File: config.mk
export PLATFORM = sky130hd
export DESIGN_NAME = khist_queue
export DESIGN_NICKNAME = d
export VERILOG_FILES = /design/src/rtl/core/khist_pkg.sv /design/src/rtl/core/khist_queue.sv
export SDC_FILE = /design/constraint.sdc
export NUM_CORES = 1
export LEC_CHECK = 0
export BUFFER_PORTS_ARGS = -buffer_cell sky130_fd_sc_hd__buf_2
export CORE_ASPECT_RATIO = 1.2
export CORE_MARGIN = 3
export CORE_UTILIZATION = 63
export CTS_BUF_LIST = sky130_fd_sc_hd__clkbuf_4 sky130_fd_sc_hd__clkbuf_8
export CTS_CLUSTER_SIZE = 28
export DETAILED_ROUTE_END_ITERATION = 16
export PLACE_DENSITY = 0.87
export SLEW_MARGIN = 20
export SYNTH_ARGS = -nofsm -noshare
export SYNTH_HDL_FRONTEND = slang
export SYNTH_SLANG_ARGS = --single-unit
File: constraint.sdc
create_clock -name clock -period 3.5 [get_ports clock]
set_input_delay 0.35 -clock clock [delete_from_list [all_inputs] [get_ports clock]]
set_output_delay 0.35 -clock clock [all_outputs]
set_load 0.01 [all_outputs]
File: src/rtl/core/khist_pkg.sv
// ----------------------------------------------------------------------------
// khist_pkg: shared types and constants of the weighted colour histogram
// Bin geometry, fixed-point widths, register codes and the transaction types
// passed between the front, the queue and the back.
// ----------------------------------------------------------------------------
`default_nettype none

package khist_pkg;

   // histogram geometry
   localparam int BINS_PER_CHANNEL = 16;
   localparam int CHAN_BITS        = $clog2(BINS_PER_CHANNEL);
   localparam int BIN_IDX_W        = 3 * CHAN_BITS;
   localparam int NUM_BINS         = BINS_PER_CHANNEL * BINS_PER_CHANNEL * BINS_PER_CHANNEL;

   // fixed-point widths
   localparam int COORD_W    = 9;
   localparam int COLOUR_W   = 8;
   localparam int HALF_W     = 16;
   localparam int INV_W      = 25;
   localparam int NORM_W     = 32;
   localparam int ACC_W      = 32;
   localparam int WEIGHT_W   = 17;
   localparam int OFFSET_W   = COORD_W + 8;
   localparam int SQUARE_W   = 2 * OFFSET_W;
   localparam int SPLIT_W    = SQUARE_W / 2;
   localparam int PART_W     = SPLIT_W + INV_W;
   localparam int AXIS_SUM_W = PART_W + SPLIT_W + 1;
   localparam int DIST_W     = AXIS_SUM_W + 1;
   localparam int ONE_POS    = 40;
   localparam int VALUE_W    = 25;
   localparam int PROD_W     = ACC_W + NORM_W;

   localparam logic [DIST_W-1:0]  DIST_ONE  = DIST_W'(1) << ONE_POS;
   localparam logic [VALUE_W-1:0] VALUE_ONE = VALUE_W'(1) << 24;

   // queue depths
   localparam int QUEUE_DEPTH = 4;
   localparam int QPTR_W      = $clog2(QUEUE_DEPTH);
   localparam int QCNT_W      = QPTR_W + 1;

   // transaction kinds
   typedef enum logic {
      MODE_ACCUM = 1'b0,
      MODE_READ  = 1'b1
   } mode_type;

   // register codes
   localparam int CSR_IDX_W = 3;
   typedef enum logic [CSR_IDX_W-1:0] {
      CSR_HALF_WIDTH   = 3'd0,
      CSR_HALF_HEIGHT  = 3'd1,
      CSR_INV_WIDTH_SQ = 3'd2,
      CSR_INV_HEIGHT_SQ= 3'd3,
      CSR_NORM_SCALE   = 3'd4
   } csr_index_type;

   typedef struct packed {
      logic [HALF_W-1:0] half_width;
      logic [HALF_W-1:0] half_height;
      logic [INV_W-1:0]  inv_half_width_sq;
      logic [INV_W-1:0]  inv_half_height_sq;
      logic [NORM_W-1:0] norm_scale;
   } cfg_type;

   // one classified transaction on its way to the bin store
   typedef struct packed {
      mode_type              mode;
      logic [BIN_IDX_W-1:0]  index;
      logic [WEIGHT_W-1:0]   weight;
   } item_type;

   typedef struct packed {
      logic     valid;
      item_type item;
   } head_type;

   typedef struct packed {
      logic clearing;
      logic q_pop;
   } back_status_type;

endpackage

`default_nettype wire

File: src/rtl/core/khist_queue.sv
// ----------------------------------------------------------------------------
// khist_queue: decoupling queue between front and back
// Small register queue of classified transactions; the head is always shown.
// ----------------------------------------------------------------------------
`default_nettype none

module khist_queue (
   input  wire logic                clock,
   input  wire logic                reset,
   input  wire logic                push,
   input  wire khist_pkg::item_type push_item,
   output logic                     full,
   input  wire logic                pop,
   output khist_pkg::head_type      head
);
   import khist_pkg::*;

   item_type              entries_ff [QUEUE_DEPTH];
   logic [QPTR_W-1:0]     wr_ptr_ff, wr_ptr_in;
   logic [QPTR_W-1:0]     rd_ptr_ff, rd_ptr_in;
   logic [QCNT_W-1:0]     count_ff, count_in;

   // pointer and fill count update
   always_comb begin
      wr_ptr_in = push ? wr_ptr_ff + QPTR_W'(1) : wr_ptr_ff;
      rd_ptr_in = pop  ? rd_ptr_ff + QPTR_W'(1) : rd_ptr_ff;
      count_in  = count_ff + QCNT_W'(push) - QCNT_W'(pop);
   end

   always_ff @(posedge clock) begin
      if (reset) begin
         wr_ptr_ff <= '0;
         rd_ptr_ff <= '0;
         count_ff  <= '0;
      end else begin
         wr_ptr_ff <= wr_ptr_in;
         rd_ptr_ff <= rd_ptr_in;
         count_ff  <= count_in;
      end
   end

   // storage
   always_ff @(posedge clock) begin
      if (push) begin
         entries_ff[wr_ptr_ff] <= push_item;
      end
   end

   assign full       = (count_ff == QCNT_W'(QUEUE_DEPTH));
   assign head.valid = (count_ff != '0);
   assign head.item  = entries_ff[rd_ptr_ff];

endmodule

`default_nettype wire

[Word level (Yosys, flattened, before mapping)]
Memories as Yosys holds them, arrays and structs flattened. A register that Yosys moved wholly into a read port is not among the register bits.
Cells that the tools add are included.
Word-level totals
  flip-flop bits (word level): 7
  latch bits: 0
  RAM bits: 120
  bits in read-only memories: 0
  input bits: 34
  output and inout bits: 32
  logic and storage cells: 14
  memories: 1
Cells by class
  add/subtract/negate cells: 4
  $mul: 0
  div/mod/pow operators: 0
  $lt $le $gt $ge: 0
  equality and inequality tests: 1
  shifts and indexed selects: 0
  multiplexer cells: 4
  bitwise operators: 0
  reductions and logical operators: 1
Memory list
  entries_ff: depth 4, bits a word 30, read ports 1, clocked after Yosys merged registers in 1, write ports 1, RTL line khist_queue.sv:18  | item_type entries_ff [QUEUE_DEPTH];
Operator list (number)
  adder 2 x 1 -> 2 bit, second input constant: 2
  2-to-1 mux 2 bit: 2
  adder 3 x 1 -> 3 bit: 1
  == test 3 bit, second input constant: 1
  nonzero test 3 bit: 1
  subtractor 3 x 1 -> 3 bit: 1
  2-to-1 mux 1 bit: 2

[Depth between registers and ports, before layout]
Gate-level depths: netlist (run 1).
  depth after elaboration: 3
  depth in mapped cells: 7
  mapped depth without buffers: 7

[Worst setup path after synthesis (run 1)]
Ideal clock, no wire load.
  kind: flip-flop to flip-flop
  start point: register wr_ptr_ff[0]
  end point: memory entries_ff[2][0] in the netlist's numbering (enable)
  library setup time: 0.390 ns
  arrival: 1.287 ns
  data required time: 3.110 ns
  slack: 1.823 ns
  cell stages (with the launch flop): 4
  path buffers: 0
  period minus slack after synthesis: 1.677 ns
  cells stage by stage: dfxtp_1 -> inv_1 -> ha_1 -> and2_1
RTL lines
  start, declared: RTL line khist_queue.sv:19  | logic [QPTR_W-1:0] wr_ptr_ff, wr_ptr_in;
  start signal, assigned: RTL line khist_queue.sv:36  | wr_ptr_ff <= wr_ptr_in;
  end, declared: RTL line khist_queue.sv:18
Straight into the memory's write port.

==> results of run 1 <==
## worst max-delay path: cells and delay by family, from the launching register on
family,cells,cell delay [ns]
flip-flops,1,0.68
buffers and inverters,2,0.48
multiplexers,1,0.54
## worst max-delay path by stage
stage	from	to	cells after the start	slack [ns]
after floorplan	wr_ptr_ff[0]$_SDFFE_PP0P_	entries_ff[2][0]$_DFFE_PP_	3	1.82
after global placement	flop	head[8]	3	1.45
after detailed placement	flop	head[8]	3	1.40
after CTS	flop	head[12]	3	0.94
after global routing	flop	head[12]	3	0.86
final	flop	head[12]	3	1.03
## metal layers
layer  vias to the layer above  share of wire (%)  GRT usage (%)
li1                        984                  -              -
met2                        76                 55          32.95
met5                         -                  0              0
met1                      1113                 37          23.65
met3                        15                5.2          6.998
met4                         0                2.2          9.744
## cells in the mapped netlist (all sizes together), types with 2 or more instances
cell,number,area (um2)
nor2,5,18.77
nor2b,2,12.51
buf,6,48.79
and2,4,25.02
xnor2,2,17.52
inv,6,22.52
ha,6,75.07
edfxtp,120,3603
mux4,30,675.7
dfxtp,9,180.2
## layout make-up
| cell class | instances | area, um2 | share of cell area [%] |
|---|---|---|---|
| Timing Repair Buffer | 68 | 347.8 | 6.235 |
| Inverter | 6 | 22.52 | 0.4037 |
| Clock buffer | 17 | 234.0 | 4.194 |
| Sequential cell | 129 | 3785 | 67.84 |
| Tap cell | 90 | 112.6 | 2.018 |
| Multi-Input combinational cell | 57 | 918.4 | 16.46 |
| Clock inverter | 15 | 158.9 | 2.848 |
## cell families (layout without fill, tap and decap cells)
kind of cell	after synthesis	after routing	share of synthesized area (%)
flops	129	129	79.35
mux	31	31	14.38
simple gates	14	14	1.601
buf+inv	12	106	1.495
fa+ha+maj	7	7	1.994
xor+xnor	3	3	0.8659
compound gates	2	2	0.3148
## stage by stage
stage / total power, mW / instance area (um2) / utilization, % / hold WS (ns) / worst slack [ns]
2_1_floorplan: 2.051 / 4768 / - / 0.4216 / 1.823
3_3_place_gp: 2.170 / 5186 / 70.88 / 0.5179 / 1.453
3_5_place_dp: 2.186 / 5186 / 70.88 / 0.5604 / 1.398
4_1_cts: 3.384 / 5579 / 76.25 / 0.1103 / 0.9370
5_1_grt: 3.480 / 5579 / 76.25 / 0.1122 / 0.8620
6_report: 3.356 / 5579 / 76.25 / 0.1345 / 1.030
## state kept, by name, indices dropped and copies added (netlist names), named ones only
name and flops:
rd_ptr_ff 2, count_ff 3, wr_ptr_ff 2, entries_ff 120
## power by group
part / internal, mW / switching (mW) / total [mW]
clock network: 0.639 / 0.568 / 1.21
registers: 1.77 / 0.0356 / 1.81
logic: 0.172 / 0.169 / 0.341
==> qor.yml, run 1 <==
status:
  status: "finished clean"
finish:
  finalNetCount: 320
  fillers: 409
  antennaDiodeCount: 0
  syn2layout_area_growth_pct: 17.00
  fin_cells: 382
  most-common-layout-cells: "edfxtp_1 (120), buf_2 (65), mux4_2 (30)"
  drive_above_1_share_pct: 45.89
  final_common_cell: "edfxtp_1"
yosys:
  synth.distinct_cells: 19
  yosysSeqAreaShare_pct: 79.35
  syn_nets: 239
  synth_edf_count: 120
  synth_area_mm2: 0.004768
  syn-mean-instance-area_um2: 24.08
  async_flop_share_pct: 0
  ys.flop_type: "edfxtp_1"
  synth-seq-cells: 129
  postSynthCellCount: 198
  synth_warnings: 0
floorplanning:
  core_area_mm2: 0.007317
  io_pins: 66
  fp.dieW_um: 85.42
  dieArea_mm2: 0.008653
  die_h_um: 101.3
  rows: 34
  initial_core_util_pct: 65.17
clocking:
  clockBufferDepth: 2
  cts_tree: "done"
  cts_max_level: 4
  cts.sinks: 129
  post_cts_buffers: 0
  clk_latency_ns: 0.42
  ctsHoldBuffers: 0
  cts_resized: 0
  cts_buffers: 17
  cts_root_buf: "clkbuf_8"
  cts.clk_slew.worst_paths_ns: 0.08
sta:
  final.min_clock_period_ns: 2.470
  relSlewSlack_pct: 46.72
  timing.setup.tns_ns: 0
  fmax_mhz: 404.8
  final-hold-violation-count: 0
  finalMaxSlewViolations: 0
  rsz0062_at_grt: "no"
  worstMarginPinSlew_ns: 0.7991
  setup_viol: 0
  fin_skew_ns: 0.01131
  period_share_pct: 70.57
setup_path:
  crit_slowest_cell: "dfxtp_2"
  worstPathMaxFanout: 15
  path_cells: "buf_4, mux4_2, buf_2"
  arrival_ns: 2.12
  end_kind: "output port"
  reg2reg_setup_slack_ns: 1.76
  crit_path_max_incr_delay_ns: 0.68
  worst_ep_required_time_ns: 3.15
  reg2reg_depth: 7
  worstSetupStartpointType: "flop"
  reg2reg_from: "count_ff[0]$_SDFF_PP0_"
  reg2reg_to: "count_ff[2]$_SDFF_PP0_"
  worstSetupPathType: "reg2out"
detailed_routing:
  ant_nets: 0
  vias: 2188
  drtIter0Drc: 135
  drc_errors: 0
  drt_wl_total_um: 7824
  drt-pass1-iter-count: 4
  vias_per_cell: 5.728
  wire_per_inst_um: 20.48
placement:
  dpl.hpwl_um: 4757
  numPortBuffers: 65
  gp_congestion: 0.7331
  placed_cells: 350
min_path:
  hp-class: "in2reg"
  min_to: "entries_ff[1][16]$_DFFE_PP_"
  hp-start: "push_item[16]"
  hold_depth: 1
grt:
  grt_max_degree: 31
  grt_remaining_overflow: 0
  antenna_found_initial: 0
  track_usage_pct: 19.97
  grt_pass1_vias: 2285
  grt_pass1_wl_um: 12100
power_and_ir_drop:
  p_leak_nw: 1.947
  pwr_density_cell_mw_per_mm2: 601.5
  peakVddDrop_mv: 0.3790
run:
  cap_viol_max_count: 0
(Power assumes the default switching activity.)
==> run 2: changes to the inputs <==
--- a/config.mk
+++ b/config.mk
@@ -8,11 +8,11 @@
 export BUFFER_PORTS_ARGS = -buffer_cell sky130_fd_sc_hd__buf_2
 export CORE_ASPECT_RATIO = 1.2
 export CORE_MARGIN = 3
-export CORE_UTILIZATION = 63
+export CORE_UTILIZATION = 59
 export CTS_BUF_LIST = sky130_fd_sc_hd__clkbuf_4 sky130_fd_sc_hd__clkbuf_8
 export CTS_CLUSTER_SIZE = 28
 export DETAILED_ROUTE_END_ITERATION = 16
-export PLACE_DENSITY = 0.87
+export PLACE_DENSITY = 0.83
 export SLEW_MARGIN = 20
 export SYNTH_ARGS = -nofsm -noshare
 export SYNTH_HDL_FRONTEND = slang
==> constraint.sdc (replaced) <==
create_clock -name clock -period 2.28 [get_ports clock]
set_input_delay 0.228 -clock clock [delete_from_list [all_inputs] [get_ports clock]]
set_output_delay 0.228 -clock clock [all_outputs]
set_load 0.01 [all_outputs]
==> run 2 against run 1 <==
  * Non-clock buffer count is 16 higher
  * Cell count is 4.7% higher
  * Register-to-register slack worse by 1.2 ns
  * Largest cell class unchanged
  * Sequential power is 52% higher
  * Clock power is 41% higher
  * Via count is 3.0% higher
  * Sequential share of layout area is 1.6 points lower
  * Die area is 6.3% higher
  * Worst hold slack worse by 0.11 ns
==> qor.yml, run 2 (synthesis gave the netlist of run 1 again) <==
grt:
  track_usage_pct: 18.91  # was 19.97%
  grt_remaining_overflow: 0  # unchanged
  grt_max_degree: 19  # was 31
  antenna_found_initial: 1  # was 0
  grt_pass1_vias: 2438  # was 2285
  grt_pass1_wl_um: 12450  # was 12100 um
finish:
  fin_cells: 400  # was 382
  reg_top3: "entries_ff (120), count_ff (3)"  # unchanged
  largest_reg_flops: 120  # unchanged
  most-common-layout-cells: "edfxtp_1 (120), buf_2 (65), mux4_2 (30)"  # unchanged
  antennaDiodeCount: 0  # unchanged
  fin_area_mm2: 0.005718  # was 0.005579 mm2
  largest-register: "entries_ff"  # unchanged
  finalNetCount: 336  # was 320
  fillers: 434  # was 409
  final_common_cell: "edfxtp_1"  # unchanged
  syn2layout_area_growth_pct: 19.92  # was 17.00%
  drive_above_1_share_pct: 46.75  # was 45.89%
setup_path:
  worstSetupPathType: "reg2out"  # unchanged
  worstPathMaxFanout: 18  # was 15
  end_kind: "output port"  # unchanged
  worstSetupStartpointType: "flop"  # unchanged
  worst_ep_required_time_ns: 2.05  # was 3.15 ns
  arrival_ns: 1.79  # was 2.12 ns
clocking:
  cts_max_level: 4  # unchanged
  cts.clk_slew.worst_paths_ns: 0.07  # was 0.08 ns
  clk_latency_ns: 0.42  # about the same
  cts.sinks: 129  # unchanged
  cts_resized: 0  # unchanged
  cts_root_buf: "clkbuf_8"  # unchanged
  clockBufferDepth: 2  # unchanged
  cts_buffers: 17  # unchanged
  cts_tree: "done"  # unchanged
status:
  status: "finished clean"  # unchanged
sta:
  timing.setup.tns_ns: 0  # unchanged
  worstMarginPinSlew_ns: 0.3806  # was 0.7991 ns
  period_share_pct: 88.64
  setup_viol: 0  # unchanged
  final-hold-violation-count: 0  # unchanged
  rsz0062_at_grt: "no"  # unchanged
  fmax_mhz: 494.8
  relSlewSlack_pct: 74.62  # was 46.72%
  final.min_clock_period_ns: 2.021
  fin_skew_ns: 0.008649  # was 0.01131 ns
  whs_ns: 0.02589  # was 0.1345 ns
  finalMaxSlewViolations: 0  # unchanged
placement:
  gp_congestion: 0.7335  # was 0.7331
  placed_cell_area_mm2: 0.005268  # was 0.005186 mm2
  dpl.hpwl_um: 5177  # was 4757 um
  placed_cells: 359  # was 350
  numPortBuffers: 65  # unchanged
detailed_routing:
  drt_wl_total_um: 7786  # was 7824 um
  drtIter0Drc: 101  # was 135
  vias_per_cell: 5.633  # was 5.728
  wire_per_inst_um: 19.47  # was 20.48 um
  vias: 2253  # was 2188
  drt-pass1-iter-count: 4  # unchanged
  ant_nets: 0  # unchanged
  drc_errors: 0  # unchanged
power_and_ir_drop:
  pwr_density_cell_mw_per_mm2: 878.9  # was 601.5 mW/mm2
  p_leak_nw: 2.017  # was 1.947 nW
  peakVddDrop_mv: 0.6748  # was 0.3790 mV
  power.total_mw: 5.025  # was 3.356 mW
floorplanning:
  die_h_um: 104.5  # was 101.3 um
  io_pins: 66  # unchanged
  initial_core_util_pct: 61.52  # was 65.17%
  fp.dieW_um: 88.07  # was 85.42 um
  rows: 35  # was 34
  dieArea_mm2: 0.009201  # was 0.008653 mm2
  core_area_mm2: 0.007751  # was 0.007317 mm2
run:
  cap_viol_max_count: 0  # unchanged
min_path:
  hp-class: "in2reg"  # unchanged
run 2: cell count changes in the layout (fill, tap and decap cells not counted), sizes merged:
cell | before | now
bufinv | 2 | 1
clkinvlp | 1 | 2
buf | 68 | 75
clkinv | 8 | 11
inv | 10 | 6
dlygate4sd3 | 0 | 9
clkbuf | 17 | 18
run 2: routing by layer:
layer  share of wire (%)  vias to the layer above  wire (um)  global-route usage (%)
met1                  39                     1154       3054                   23.97
met3                 4.3                       17        333                   7.052
met4                 2.4                        2        187                   8.099
met5                0.12                        -          9                       0
li1                    -                     1014          -                       -
met2                  54                       66       4201                   29.36
run 2: critical path, stage by stage (launching register included):
cell,delay (ns)
dfxtp_2,0.32
buf_4,0.33
mux4_2,0.56
buf_2,0.16
run 2: final timing paths:
kind | from | endpoint | slack, ns | cells past startpoint
worst min-delay path | push_item[28] | entries_ff[2][28]$_DFFE_PP_ | 0.03 | 1
worst max register to register | count_ff[0]$_SDFF_PP0_ | count_ff[2]$_SDFF_PP0_ | 0.55 | 7
worst min register to register | wr_ptr_ff[1]$_SDFFE_PP0P_ | wr_ptr_ff[1]$_SDFFE_PP0P_ | 0.57 | 2
worst max-delay path | flop | head[9] | 0.26 | 3
run 2: what timing repair did:
action / CTS / global route
hold endpoints to repair: 0 / 29
hold buffers: 0 / 9
buffers inserted: 0 / 0
run 2: layout make-up:
| cell class | count | area, um2 | area share, % |
|---|---|---|---|
| clock buffers | 18 | 241.5 | 4.223 |
| clock inverters | 14 | 118.9 | 2.079 |
| inverters | 6 | 22.52 | 0.3939 |
| multi-input cells | 57 | 918.4 | 16.06 |
| flip-flops and latches | 129 | 3786 | 66.21 |
| well taps | 92 | 115.1 | 2.013 |
| repair buffers | 84 | 515.5 | 9.015 |
run 2: metrics by stage:
stage / setup WS, ns / util (%)
floorplan: 0.6034 / -
global placement: 0.5718 / 67.96
detailed placement: 0.5326 / 67.96
CTS: 0.2038 / 72.61
global route: 0.1350 / 73.77
finish: 0.2590 / 73.77
run 2: power breakdown:
group / switching (mW) / internal (mW) / total, mW
registers: 0.0445 / 2.72 / 2.76
clock network: 0.839 / 0.866 / 1.71
logic: 0.271 / 0.286 / 0.557
